**src/rtl/core/metb_pkg.sv**
```systemverilog
// ----------------------------------------------------------------------------
// metb_pkg
// shared constants and types for the mesh edge table builder
// ----------------------------------------------------------------------------
`default_nettype none
package metb_pkg;
  localparam int unsigned MAX_EDGES_DEF   = 1024;
  localparam int unsigned COUNT_WIDTH_DEF = 8;
  localparam int unsigned IDX_W    = 16;
  localparam int unsigned COORD_W  = 32;
  localparam int unsigned OUT_IDX_W = 10;
  localparam int unsigned TOTAL_W  = 11;

  // result of one edge lookup, passed from the lane merge to the control
  typedef struct packed {
    logic        hit;
    logic        rev;
    logic [15:0] pos;
  } metb_hit_t;
endpackage
`default_nettype wire

```
**src/rtl/core/metb_lane.sv**
```systemverilog
// ----------------------------------------------------------------------------
// metb_lane
// one lane: compares a stored edge against the edge under search
// ----------------------------------------------------------------------------
`default_nettype none
module metb_lane (
  input  wire logic [metb_pkg::IDX_W-1:0] ent_s,
  input  wire logic [metb_pkg::IDX_W-1:0] ent_f,
  input  wire logic                       ent_valid,
  input  wire logic [metb_pkg::IDX_W-1:0] key_1,
  input  wire logic [metb_pkg::IDX_W-1:0] key_2,
  output logic                            fwd,
  output logic                            bwd
);
  import metb_pkg::*;
  assign fwd = ent_valid && (ent_s == key_1) && (ent_f == key_2);
  assign bwd = ent_valid && (ent_s == key_2) && (ent_f == key_1);
endmodule
`default_nettype wire

```
**config.mk**
```make
export PLATFORM = sky130hd
export DESIGN_NAME = metb_lane
export DESIGN_NICKNAME = d
export VERILOG_FILES = /design/src/rtl/core/metb_pkg.sv /design/src/rtl/core/metb_lane.sv
export SDC_FILE = /design/constraint.sdc
export NUM_CORES = 1
export LEC_CHECK = 0
export ABC_AREA = 1
export BUFFER_PORTS_ARGS = -buffer_cell sky130_fd_sc_hd__buf_4
export CAP_MARGIN = 10
export CORE_MARGIN = 5
export CORE_UTILIZATION = 49
export DETAILED_ROUTE_END_ITERATION = 12
export GPL_ROUTABILITY_DRIVEN = 0
export GPL_TIMING_DRIVEN = 0
export PLACE_DENSITY = 0.9
export SKIP_LAST_GASP = 1
export SLEW_MARGIN = 20
export SYNTH_ARGS = -nofsm -noshare
export SYNTH_HDL_FRONTEND = slang
export SYNTH_SLANG_ARGS = --single-unit
```
**constraint.sdc**
```tcl
create_clock -name vclk -period 1.68
set_input_delay 0.168 -clock vclk [all_inputs]
set_output_delay 0.168 -clock vclk [all_outputs]
set_load 0.02 [all_outputs]
```
==> impl_metrics.yaml <==
outcome:
  status: "complete, no violations"
logic_synthesis:
  synth_nets: 324
  synth_area_leaders: "nand2_1, inv_1, nor2_1, xor2_1, xnor2_1"
  ys_top_cells_by_count: "nand2_1, inv_1, nor2_1, o21ai_1"
  yosysTopAreaCellShare_pct: 45.4
  synth_area_per_cell_um2: 4.18
  syn_inst: 259
  yosys_warnings: 0
  synth_area_leader_cell: "nand2_1"
  synthDistinctLibCells: 16
  synth.most_common_cell: "nand2_1"
  synth.cell_area_um2: 1080
  ys_seq_area_share_pct: 0
global_route:
  grt_pass1_wl_um: 5650
  overflow: 0
  antenna_found_initial: 0
  grt_pass1_vias: 1373
  grt_use_total_pct: 21.0
  grt_max_degree: 5
timing:
  rsz0062_at_grt: "false"
  worst_pin_slew_ps: 193
  fmax_ghz: 0.793
  slew_viol_final: 0
  setup_tns_ps: 0
  relSlewSlack_pct: 87.0
  finalHoldViolations: 0
  setup_viol: 0
  period_share_pct: 75.0
  fin_crit_ps: 1260
  setup_ws_ps: 420
routing:
  drt-initial-drc-count: 67
  wl_met3_um: 272
  routed_wl_um: 3700
  ant_nets: 0
  drt_first_pass_iters: 4
  drc: 0
  wl_met1_um: 1620
  vias_per_cell: 4.60
  wl_met2_um: 1780
  wl_per_cell_um: 10.4
  vias: 1628
  highest-signal-layer: "met4"
pwr:
  power.density_nw_per_um2: 228
  ir_worst_vdd_uv: 151
  cellLeakagePower_nw: 1.08
  power_mw: 0.369
worst_setup_path:
  start_kind: "primary input"
  cp_slowest_cell: "buf_4"
  crit_type: "primary input to output pin"
  cp_data_arrival_time_ps: 1090
  worstPathCellList: "buf_4 -> nand2_1 -> nand2_1 -> nor2_1 -> nand2_1 -> nor2_1 -> nand3_1 -> nor2_1 -> buf_4"
  critPathMaxFanout: 3
  crit_path_end_kind: "output pin"
  cp_num_cells: 9
  setup.worst_path.end: "bwd"
  path_delay_family: "simple AND/OR/NAND/NOR gates"
  critPathMaxStageDelay_ps: 150
  critPathRequiredTime_ps: 1510
  crit_start: "key_2[4]"
  cp_num_buf_inv: 2
finish:
  layout.nets: 393
  diodes: 0
  seq_cell_count: 0
  nClkBuffers: 0
  fin_area_um2: 1620
  seq_area_um2: 0
  final.fill_count: 236
  drive_gt1_share_pct: 22.4
  synthToLayoutAreaGrowth_pct: 49.7
placed_design:
  dpl_cell_area_um2: 1620
  port_buffers: 67
  pre_cts_slack_ps: 417
  post-dp-hpwl_um: 3380
clock_network:
  post_cts_resized: 0
  cts_hold_buf: 0
  post_cts_buffers: 0
floorplan:
  ios: 67
  die_w_um: 57.0
  die_height_um: 57.0
  start_util_pct: 49.9
  core_um2: 2170
  placementRows: 17
  die_area_um2: 3250
flow_run:
  max_cap_viol_count: 0
worst_hold_path:
  hold_class: "primary input to output pin"
cells in the final DEF, fill, tap and decap left out:
master	count
xor2_1	6
inv_2	4
nand3_2	1
nand2_1	131
o211ai_1	2
nand4_1	2
inv_1	51
nand3_1	6
xnor2_1	5
o21ai_1	8
nor3_1	1
o21ai_0	4
buf_4	67
nor2_1	34
a21oi_1	1
nor3_2	1
or2_0	2
cells by family after synthesis:
kind of cell / synth area share (%)
buffers and inverters: 19.1
xor gates and xnor gates: 8.90
and+or+nand+nor: 64.6
AOI/OAI and AO/OA: 7.40
final cells by class:
| cell class | count | area [um2] | area share (%) |
|---|---|---|---|
| repair buffers | 67 | 503 | 31.0 |
| multi-input cells | 204 | 876 | 54.1 |
| well taps | 28 | 35.0 | 2.16 |
| inverters | 55 | 206 | 12.7 |
metrics by stage:
stage / hold slack [ps] / util [%] / cells
after CTS: 847 / 74.7 / 354
after floorplan: 610 / - / 259
after global placement: 847 / 74.7 / 354
after detailed placement: 846 / 74.7 / 354
final: 840 / 74.7 / 354
after global routing: 883 / 74.7 / 354
where the power goes:
part           switching, mW  total, mW  internal (mW)
registers                  0          0              0
logic                  0.186      0.369          0.183
clock network              0          0              0
routing by layer:
layer	GRT usage [%]	up-vias
met1	27.8	680
met4	1.32	0
met3	1.58	2
met2	38.7	55
li1	-	891
met5	0	-
worst min-delay path by stage:
stage / start / end / slack [ps] / cells past startpoint
floorplan: ent_f[8] / bwd / 610 / 5
global placement: key_1[4] / fwd / 850 / 7
detailed placement: key_1[4] / fwd / 850 / 7
CTS: key_1[4] / fwd / 850 / 7
global route: key_1[4] / fwd / 880 / 7
finish: key_1[4] / fwd / 840 / 7
Note: power is estimated with default switching activity, not from simulation.
