File: config.mk
export PLATFORM = sky130hd
export DESIGN_NAME = metb_merge
export DESIGN_NICKNAME = d
export VERILOG_FILES = /design/src/rtl/core/metb_pkg.sv /design/src/rtl/core/metb_merge.sv
export SDC_FILE = /design/constraint.sdc
export NUM_CORES = 1
export LEC_CHECK = 0
export BUFFER_PORTS_ARGS = -buffer_cell sky130_fd_sc_hd__buf_4
export CAP_MARGIN = 20
export CORE_AREA = 2 2 39 41
export DETAILED_ROUTE_END_ITERATION = 6
export DIE_AREA = 0 0 41 43
export GPL_TIMING_DRIVEN = 0
export PLACE_DENSITY = 0.64
export RECOVER_POWER = 50
export SYNTH_ARGS = -nofsm -noshare
export SYNTH_HDL_FRONTEND = slang
export SYNTH_SLANG_ARGS = --single-unit
File: constraint.sdc
create_clock -name clk -period 1.4 [get_ports clk]
set_input_delay 0.07 -clock clk [delete_from_list [all_inputs] [get_ports clk]]
set_output_delay 0.07 -clock clk [all_outputs]
set_load 0.02 [all_outputs]
File: src/rtl/core/metb_pkg.sv
// ----------------------------------------------------------------------------
// metb_pkg
// shared constants and types for the mesh edge table builder
// ----------------------------------------------------------------------------
`default_nettype none
package metb_pkg;
  localparam int unsigned MAX_EDGES_DEF   = 1024;
  localparam int unsigned COUNT_WIDTH_DEF = 8;
  localparam int unsigned IDX_W    = 16;
  localparam int unsigned COORD_W  = 32;
  localparam int unsigned OUT_IDX_W = 10;
  localparam int unsigned TOTAL_W  = 11;

  // result of one edge lookup, passed from the lane merge to the control
  typedef struct packed {
    logic        hit;
    logic        rev;
    logic [15:0] pos;
  } metb_hit_t;
endpackage
`default_nettype wire

File: src/rtl/core/metb_merge.sv
// ----------------------------------------------------------------------------
// metb_merge
// registered priority merge of the lane results: lowest matching entry wins
// ----------------------------------------------------------------------------
`default_nettype none
module metb_merge #(
  parameter int unsigned LANES = 4,
  parameter int unsigned POS_W = 2
) (
  input  wire logic                     clk,
  input  wire logic [LANES-1:0]         fwd,
  input  wire logic [LANES-1:0]         bwd,
  input  wire logic [POS_W-1:0]         base,
  output metb_pkg::metb_hit_t           hit_r
);
  import metb_pkg::*;
  metb_hit_t hit_nxt;
  always_comb begin
    hit_nxt = '0;
    for (int i = LANES - 1; i >= 0; i--) begin
      if (fwd[i] || bwd[i]) begin
        hit_nxt.hit = 1'b1;
        hit_nxt.rev = !fwd[i];
        hit_nxt.pos = 16'(base) + 16'(i);
      end
    end
  end
  always_ff @(posedge clk) begin
    hit_r <= hit_nxt;
  end
endmodule
`default_nettype wire

==> run metrics, run 1 <==
status=completed; CP arrival=1170 ps; # resized after CTS=0; largest net degree at the start of global routing=8; YS warnings=0; delay-heaviest family, CP=buffers and inverters; most frequent cells after synthesis=13 x buf_4, 5 x dfxtp_1, 4 x inv_1; Initial Util=approximately 28%; clock sink total=5; Post-Route WL=712 um; All-Layer GR Usage=between 9 and 10%; Fmax=0.989 GHz; count leader, synth=buf_4; layout cell share with drive strength beyond 1=37.5%; routability cong.=approximately 0.69; # H-tree levels=1; Syn Inst Count=48; startpoint types=input port; Port Buffer Count=15; Leakage=0.304 nW; final instance area=578 sq um; Worst EP required=1560 ps; most area-consuming cells after synthesis=dfxtp_1 26%, buf_4 25%, ha_1 6.5%; synthesized cell area=between 300 and 400 sq um; WHS=35.8 ps; CTS max path bufs=2; Placed Area=561 sq um; Critical Path Max Stage Delay=530 ps; DP HPWL=~600 um; Cell Chain, Critical Path=dlygate4sd3_1 > clkbuf_1 > nor2_4 > o21ai_0 > a31oi_1; final setup violation count=0; final setup TNS=0 ps; kind of critical path=input port to flop; Crit. End Element=flop; Synth area leader=dfxtp_1; final period utilization=72.2%; CTS Buf Count=3; Syn Area/Cell=7.98 sq um; max_cap viols=0; max reg flops=5; average routed wire per standard cell=7.42 um; ys async rst share=0%; Row Count=14; peak supply drop=between 0.00015 and 0.0002 V; DRT Pass-1 Iters=4; RSZ-0062 raised after global routing=false; Layout Cells excl Fill=96; Hold Fails Final Rpt=0; core footprint=1380 sq um; CP Buf/Inv Count=2; vias after detailed routing=366; CP max stage cell=dlygate4sd3_1; # IOs=29; vias per cell=between 3 and 4; dpl cells=91; CTS tree=built; Synth top area share=26.1%; Final Critical Period=between 1000 and 1500 ps; post-synthesis sequential area ratio=26.1%; remaining antenna violation count=0; EDFF count, synth=0; # diodes=0; initial antenna violation count=0; Seq cells post-synth=5; gr ovfl total=0; Hold Crit Class=input port to flop; Initial DRC Count=4; Area Growth Syn to Fin=51.0%; first-pass GRT wire length=roughly 1200 um; die area=1760 sq um; DRC Markers=0; Largest Register=hit_r; biggest regs=hit_r: 5 flops; vias in the first global route=about 320; nets=94; clk slew on worst S/H paths=40 ps; DIE HEIGHT=43 um; Final Max Slew Viols=0; Clk Tree Root Cell=clkbuf_4; overall power=roughly 0.47 mW; ys flop type=dfxtp_1; Cell Pwr Density=just over 800 nW/um^2; post-synth cell types=21; crit-path max FO=7; die width=41 um
## routing by layer
metal / track usage (%) / routed length (um)
met1: 11.1 / 270
met2: 14.4 / 328
met3: 0.524 / 85
met4: 10.0 / 28
met5: 0 / 0
## repair_timing
item	in CTS	in global routing
setup endpoints to repair	0	0
hold buffers	1	0
buffers inserted	0	0
hold endpoints to repair	1	0
## report_power, final
| group | internal (mW) | leakage [nW] | switching (mW) |
|---|---|---|---|
| Clock | 0.108 | 0.0150 | 0.0581 |
| Sequential | 0.152 | 0.0415 | 0.00187 |
| Combinational | 0.0644 | 0.247 | 0.0834 |
## final cells by class
cell class	count	area, sq um
Multi-Input combinational cell	38	215
Tap cell	16	20.0
Timing Repair Buffer	16	104
Inverter	4	15.0
Buffer	13	97.6
Fill cell	144	806
Sequential cell	5	100
Clock buffer	4	26.3
## kinds of logic after synthesis
kind of cell	synth area share (%)
fa+ha+maj	6.53
simple gates	16.3
buf+inv	29.4
other cells	0.979
flops	26.1
compound gates	20.6
## path summary, 6_finish.rpt
path / cells after the start / startpoint / to / slack [ps]
max: 5 / fwd[0] / hit_r[2]$_SDFF_PP0_ / 390
min: 2 / base[0] / hit_r[0]$_DFF_P_ / 40
## cell usage in the layout (no fill, tap or decap), drive strengths merged
master,count
a21oi,2
a31oi,1
buf,23
clkbuf,9
conb,13
dfxtp,5
dlygate4sd3,1
ha,2
inv,4
nand2,3
nand2b,1
nand3b,1
nand4,1
nor2,5
o2111ai,1
o211ai,1
o21ai,4
o21bai,1
o31ai,2
## metrics by stage
| step | utilization [%] | worst slack [ps] |
|---|---|---|
| floorplan | - | 619 |
| global placement | 40.5 | 445 |
| detailed placement | 40.5 | 445 |
| CTS | 43.1 | 370 |
| global route | 41.8 | 318 |
| finish | 41.8 | 389 |
No activity file was read; power rests on OpenSTA's default activity.
==> run 2, diff against run 1 <==
--- a/config.mk
+++ b/config.mk
@@ -5,13 +5,14 @@
 export SDC_FILE = /design/constraint.sdc
 export NUM_CORES = 1
 export LEC_CHECK = 0
+export ABC_AREA = 1
 export BUFFER_PORTS_ARGS = -buffer_cell sky130_fd_sc_hd__buf_4
 export CAP_MARGIN = 20
 export CORE_AREA = 2 2 39 41
 export DETAILED_ROUTE_END_ITERATION = 6
 export DIE_AREA = 0 0 41 43
 export GPL_TIMING_DRIVEN = 0
-export PLACE_DENSITY = 0.64
+export PLACE_DENSITY = 0.69
 export RECOVER_POWER = 50
 export SYNTH_ARGS = -nofsm -noshare
 export SYNTH_HDL_FRONTEND = slang
==> constraint.sdc (replaced) <==
create_clock -name clk -period 1 [get_ports clk]
set_input_delay 0.05 -clock clk [delete_from_list [all_inputs] [get_ports clk]]
set_output_delay 0.05 -clock clk [all_outputs]
set_load 0.02 [all_outputs]
==> run metrics, run 2 <==
Syn Inst Count=66 (+38%); Sw Ratio=31.0% (+0.28 points); clock sink total=5 (unchanged); # H-tree levels=1 (unchanged); startpoint types=flop; Int Pwr=0.462 mW (+43%); crit-path max FO=1 (-6); post-synthesis sequential area ratio=22.5% (-3.7 points); Layout Cells excl Fill=113 (+18%); CTS tree=built; final setup TNS=0 ps (unchanged); kind of critical path=flop to output pin; Synth area leader=dfxtp_1; Synth top area share=22.5% (-3.7 points); biggest regs=hit_r: 5 flops; Cell Pwr Density=1050 nW/um^2 (+30%); RSZ-0062 raised after global routing=false; Worst EP required=950 ps (-610 ps); EDFF count, synth=0 (unchanged); CP Buf/Inv Count=1 (-1); Initial DRC Count=0 (-4); clock share of power=33.6% (-1.9 points); most frequent cells in the layout=25 x buf_4, 13 x conb_1, 10 x inv_1, 8 x nor2_1, 8 x nand2_1; Reg power frac=32.2% (-0.7 points); max_cap viols=0 (unchanged); # diodes=0 (unchanged); most common cell after layout, fill and taps aside=buf_4; max reg flops=5 (unchanged); routability cong.=0.693 (+0.79%); Hold Fails Final Rpt=0 (unchanged); Crit. End Element=output pin; Syn Area/Cell=6.75 sq um (-15%); status=completed; average routed wire per standard cell=6.93 um (-6.6%); dpl cells=109 (+20%); vias after detailed routing=417 (+14%); synthesized cell area=445 sq um (+16%); Critical Path Max Stage Delay=290 ps (-240 ps); # resized after CTS=0 (unchanged); Post-Route WL=783 um (+10%); setup bufs post-CTS=0 (unchanged); All-Layer GR Usage=10.4% (+0.68 points); Final Critical Period=801 ps; vias in the first global route=339 (+5.3%); # hold bufs at CTS=0 (-1); CP max stage cell=dfxtp_1; delay-heaviest family, CP=flip-flops; Hold Crit Class=input port to flop; vias per cell=3.69 (-3.2%); nets=111 (+18%); ys async rst share=0% (unchanged); DRC Markers=0 (unchanged); DP HPWL=710 um (+18%); gr ovfl total=0 (unchanged); Fmax=1.25 GHz; Area Growth Syn to Fin=42.7%; CP arrival=750 ps (-420 ps); combinational power share=34.1% (+2.5 points); die width=41 um (unchanged); P_sw=0.207 mW (+45%); Row Count=14 (unchanged); post-synth cell types=18 (-14%); Leakage=0.372 nW (+22%); largest net degree at the start of global routing=7 (-1); clk slew on worst S/H paths=40 ps (about the same); most frequent cells after synthesis=13 x buf_4, 10 x inv_1, 8 x nand2_1; ys flop type=dfxtp_1; final period utilization=80.1%; Port Buffer Count=15 (unchanged); final setup violation count=0 (unchanged); peak supply drop=0.000276 V (+57%); most area-consuming cells after synthesis=dfxtp_1 22%, buf_4 22%, inv_1 8.4%; Initial Util=32.2% (+4.5 points); Final Max Slew Viols=0 (unchanged); initial antenna violation count=0 (unchanged); # IOs=29 (unchanged); Cell Chain, Critical Path=clkbuf_1; core footprint=1380 sq um (unchanged); YS warnings=0 (unchanged); Largest Register=hit_r; CTS max path bufs=2 (unchanged); Clk Tree Root Cell=clkbuf_4; remaining antenna violation count=0 (unchanged); count leader, synth=buf_4; CTS Buf Count=3 (unchanged); DIE HEIGHT=43 um (unchanged); die area=1760 sq um (unchanged); Seq cells post-synth=5 (unchanged); DRT Pass-1 Iters=1 (-3); WHS=29.2 ps (-6.59 ps); first-pass GRT wire length=1220 um (+5.3%); layout cell share with drive strength beyond 1=38.1% (+0.64 points)
## run 2: logic make-up after synthesis
group / synth area share [%]
AND/OR/NAND/NOR: 36.5
AO/OA/AOI/OAI: 3.37
buffers and inverters: 31.2
adder cells (fa/ha/maj): 5.62
flip-flops: 22.5
other: 0.842
## run 2: final cells by class
cell class,count,area [sq um]
flip-flops and latches,5,100
repair buffers,15,101
multi-input cells,49,249
clock buffers,4,26.3
inverters,11,41.3
well taps,16,20.0
fillers,147,748
plain buffers,13,97.6
## run 2: per-layer routing
| layer | vias to the layer above | share of wire (%) | global-route usage [%] |
|---|---|---|---|
| li1 | 235 | - | - |
| met1 | 164 | 35 | 9.81 |
| met2 | 16 | 55 | 17.2 |
| met3 | 2 | 9.2 | 1.57 |
| met4 | 0 | 1.1 | 10.0 |
| met5 | - | 0 | 0 |
## run 2: worst paths after layout
kind | start | to | slack, ps | cells past startpoint
setup / recovery | hit_r[17]$_SDFF_PP1_ | hit_r[17] | 200 | 1
hold / removal | bwd[0] | hit_r[17]$_SDFF_PP1_ | 30 | 3
## run 2: per-stage QoR
stage / area [sq um] / power (mW) / setup WS (ps) / utilization [%]
6_report: 636 / 0.669 / 199 / 45.9
5_1_grt: 636 / 0.721 / 149 / 45.9
4_1_cts: 649 / 0.687 / 256 / 46.9
3_5_place_dp: 623 / 0.453 / 24.6 / 45.0
3_3_place_gp: 623 / 0.449 / 56.4 / 45.0
2_1_floorplan: 490 / 0.381 / 215 / -
## run 2: power by group through the flow
stage	Sequential (mW)	Clock (mW)	Combinational, mW
floorplan	0.235	0	0.146
global placement	0.219	0	0.230
detailed placement	0.219	0	0.234
CTS	0.216	0.237	0.234
global route	0.217	0.254	0.250
finish	0.216	0.225	0.229
==> run 3, diff against run 2 <==
--- a/config.mk
+++ b/config.mk
@@ -5,14 +5,14 @@
 export SDC_FILE = /design/constraint.sdc
 export NUM_CORES = 1
 export LEC_CHECK = 0
-export ABC_AREA = 1
+export ABC_AREA = 0
 export BUFFER_PORTS_ARGS = -buffer_cell sky130_fd_sc_hd__buf_4
 export CAP_MARGIN = 20
 export CORE_AREA = 2 2 39 41
 export DETAILED_ROUTE_END_ITERATION = 6
 export DIE_AREA = 0 0 41 43
 export GPL_TIMING_DRIVEN = 0
-export PLACE_DENSITY = 0.69
+export PLACE_DENSITY = 0.64
 export RECOVER_POWER = 50
 export SYNTH_ARGS = -nofsm -noshare
 export SYNTH_HDL_FRONTEND = slang
==> constraint.sdc (replaced) <==
create_clock -name clk -period 0.8 [get_ports clk]
set_input_delay 0.04 -clock clk [delete_from_list [all_inputs] [get_ports clk]]
set_output_delay 0.04 -clock clk [all_outputs]
set_load 0.02 [all_outputs]
==> run metrics, run 3 (same netlist as run 1, synthesis figures left out) <==
Initial DRC Count=3 (+3); die area=1760 sq um (unchanged); routability cong.=0.688 (-0.78%); DRC Markers=0 (unchanged); delay-heaviest family, CP=flip-flops; CP arrival=700 ps (-50 ps); most frequent cells in the layout=25 x buf_4, 13 x conb_1, 5 x dfxtp_1, 4 x inv_1, 4 x clkbuf_4; final period utilization=~90%; first-pass GRT wire length=1150 um (-5.7%); # H-tree levels=1 (unchanged); Hold Fails Final Rpt=0 (unchanged); biggest regs=hit_r: 5 flops; die width=41 um (unchanged); DP HPWL=604 um (-15%); nets=95 (-14%); CTS Buf Count=3 (unchanged); status=completed; Port Buffer Count=15 (unchanged); final worst slack=63.5 ps (-136 ps); number of fill cells in the layout=136 (-7.5%); peak supply drop=0.000309 V (+12%); area of the multi-input gates=215 sq um (-14%); gr ovfl total=0 (unchanged); clock sink total=5 (unchanged); kind of critical path=flop to output pin; Hold Crit Class=input port to flop; dpl ws=-125 ps (-149 ps); final setup violation count=0 (unchanged); Critical Path Max Stage Delay=300 ps (about the same); vias per cell=3.79 (+2.8%); startpoint types=flop; CTS max path bufs=2 (unchanged); overall power=0.832 mW (+24%); Final Max Slew Viols=0 (unchanged); crit-path max FO=1 (unchanged); largest net degree at the start of global routing=8 (+1); Area Growth Syn to Fin=56.9%; most common cell after layout, fill and taps aside=buf_4; # diodes=0 (unchanged); vias in the first global route=326 (-3.8%); DIE HEIGHT=43 um (unchanged); Reg area=100 sq um (unchanged); average routed wire per standard cell=7.46 um (+7.7%); Cell Pwr Density=1390 nW/um^2 (+32%); Cell Chain, Critical Path=clkbuf_2; initial antenna violation count=0 (unchanged); clk slew on worst S/H paths=40 ps (about the same); Clk Tree Root Cell=clkbuf_4; Final Critical Period=approximately 740 ps; max reg flops=5 (unchanged); remaining antenna violation count=0 (unchanged); vias after detailed routing=368 (-12%); core footprint=1380 sq um (unchanged); Worst EP required=760 ps (-190 ps); # IOs=29 (unchanged); Row Count=14 (unchanged); final setup TNS=0 ps (unchanged); Initial Util=27.7% (-4.5 points); CP Buf/Inv Count=1 (unchanged); Fmax=1.36 GHz; Final Util=43.4% (-2.5 points); Crit. End Element=output pin; Leakage=0.322 nW (-13%); RSZ-0062 raised after global routing=false; layout cell share with drive strength beyond 1=42.0% (+3.8 points); CTS tree=built; max_cap viols=0 (unchanged); Largest Register=hit_r; Post-Route WL=724 um (-7.5%); All-Layer GR Usage=9.71% (-0.68 points); CP max stage cell=dfxtp_1; DRT Pass-1 Iters=4 (+3)
[run 3: worst paths after layout]
kind,endpoint,from,cells after the start
worst max-delay path,hit_r[0],hit_r[0]$_DFF_P_,1
worst min-delay path,hit_r[0]$_DFF_P_,base[0],3
[run 3: metal layers]
metal,track usage [%],wire [um],vias to the layer above
met5,0,0,-
li1,-,-,202
met4,10.0,28,0
met1,10.8,271,141
met3,0.524,81,4
met2,14.7,342,21
[run 3: through the flow]
stage | hold WS (ps) | instances | cell area, sq um
after floorplan | 109 | 60 | 428
after global placement | 226 | 91 | 561
after detailed placement | 229 | 91 | 561
after CTS | 18.9 | 97 | 607
after global routing | 55.3 | 97 | 601
final | 22.4 | 97 | 601
[run 3: area by class of cell]
cell class / count / area share (%)
multi-input combinational: 38 / 35.8
timing repair buffer: 17 / 21.0
sequential: 5 / 16.7
buffer: 13 / 16.2
clock buffer: 4 / 4.38
tap: 16 / 3.33
inverter: 4 / 2.50
[run 3: report_power, final]
part	internal, mW	total, mW	switching [mW]
combinational	0.123	0.270	0.147
sequential	0.266	0.269	0.00346
clock	0.189	0.293	0.104
total	0.577	0.832	0.255
[run 3: timing repair]
action | in CTS | in global routing
gates resized for setup | 0 | 0
hold endpoints to repair | 2 | 0
hold buffers | 2 | 0
setup buffers | 0 | 0
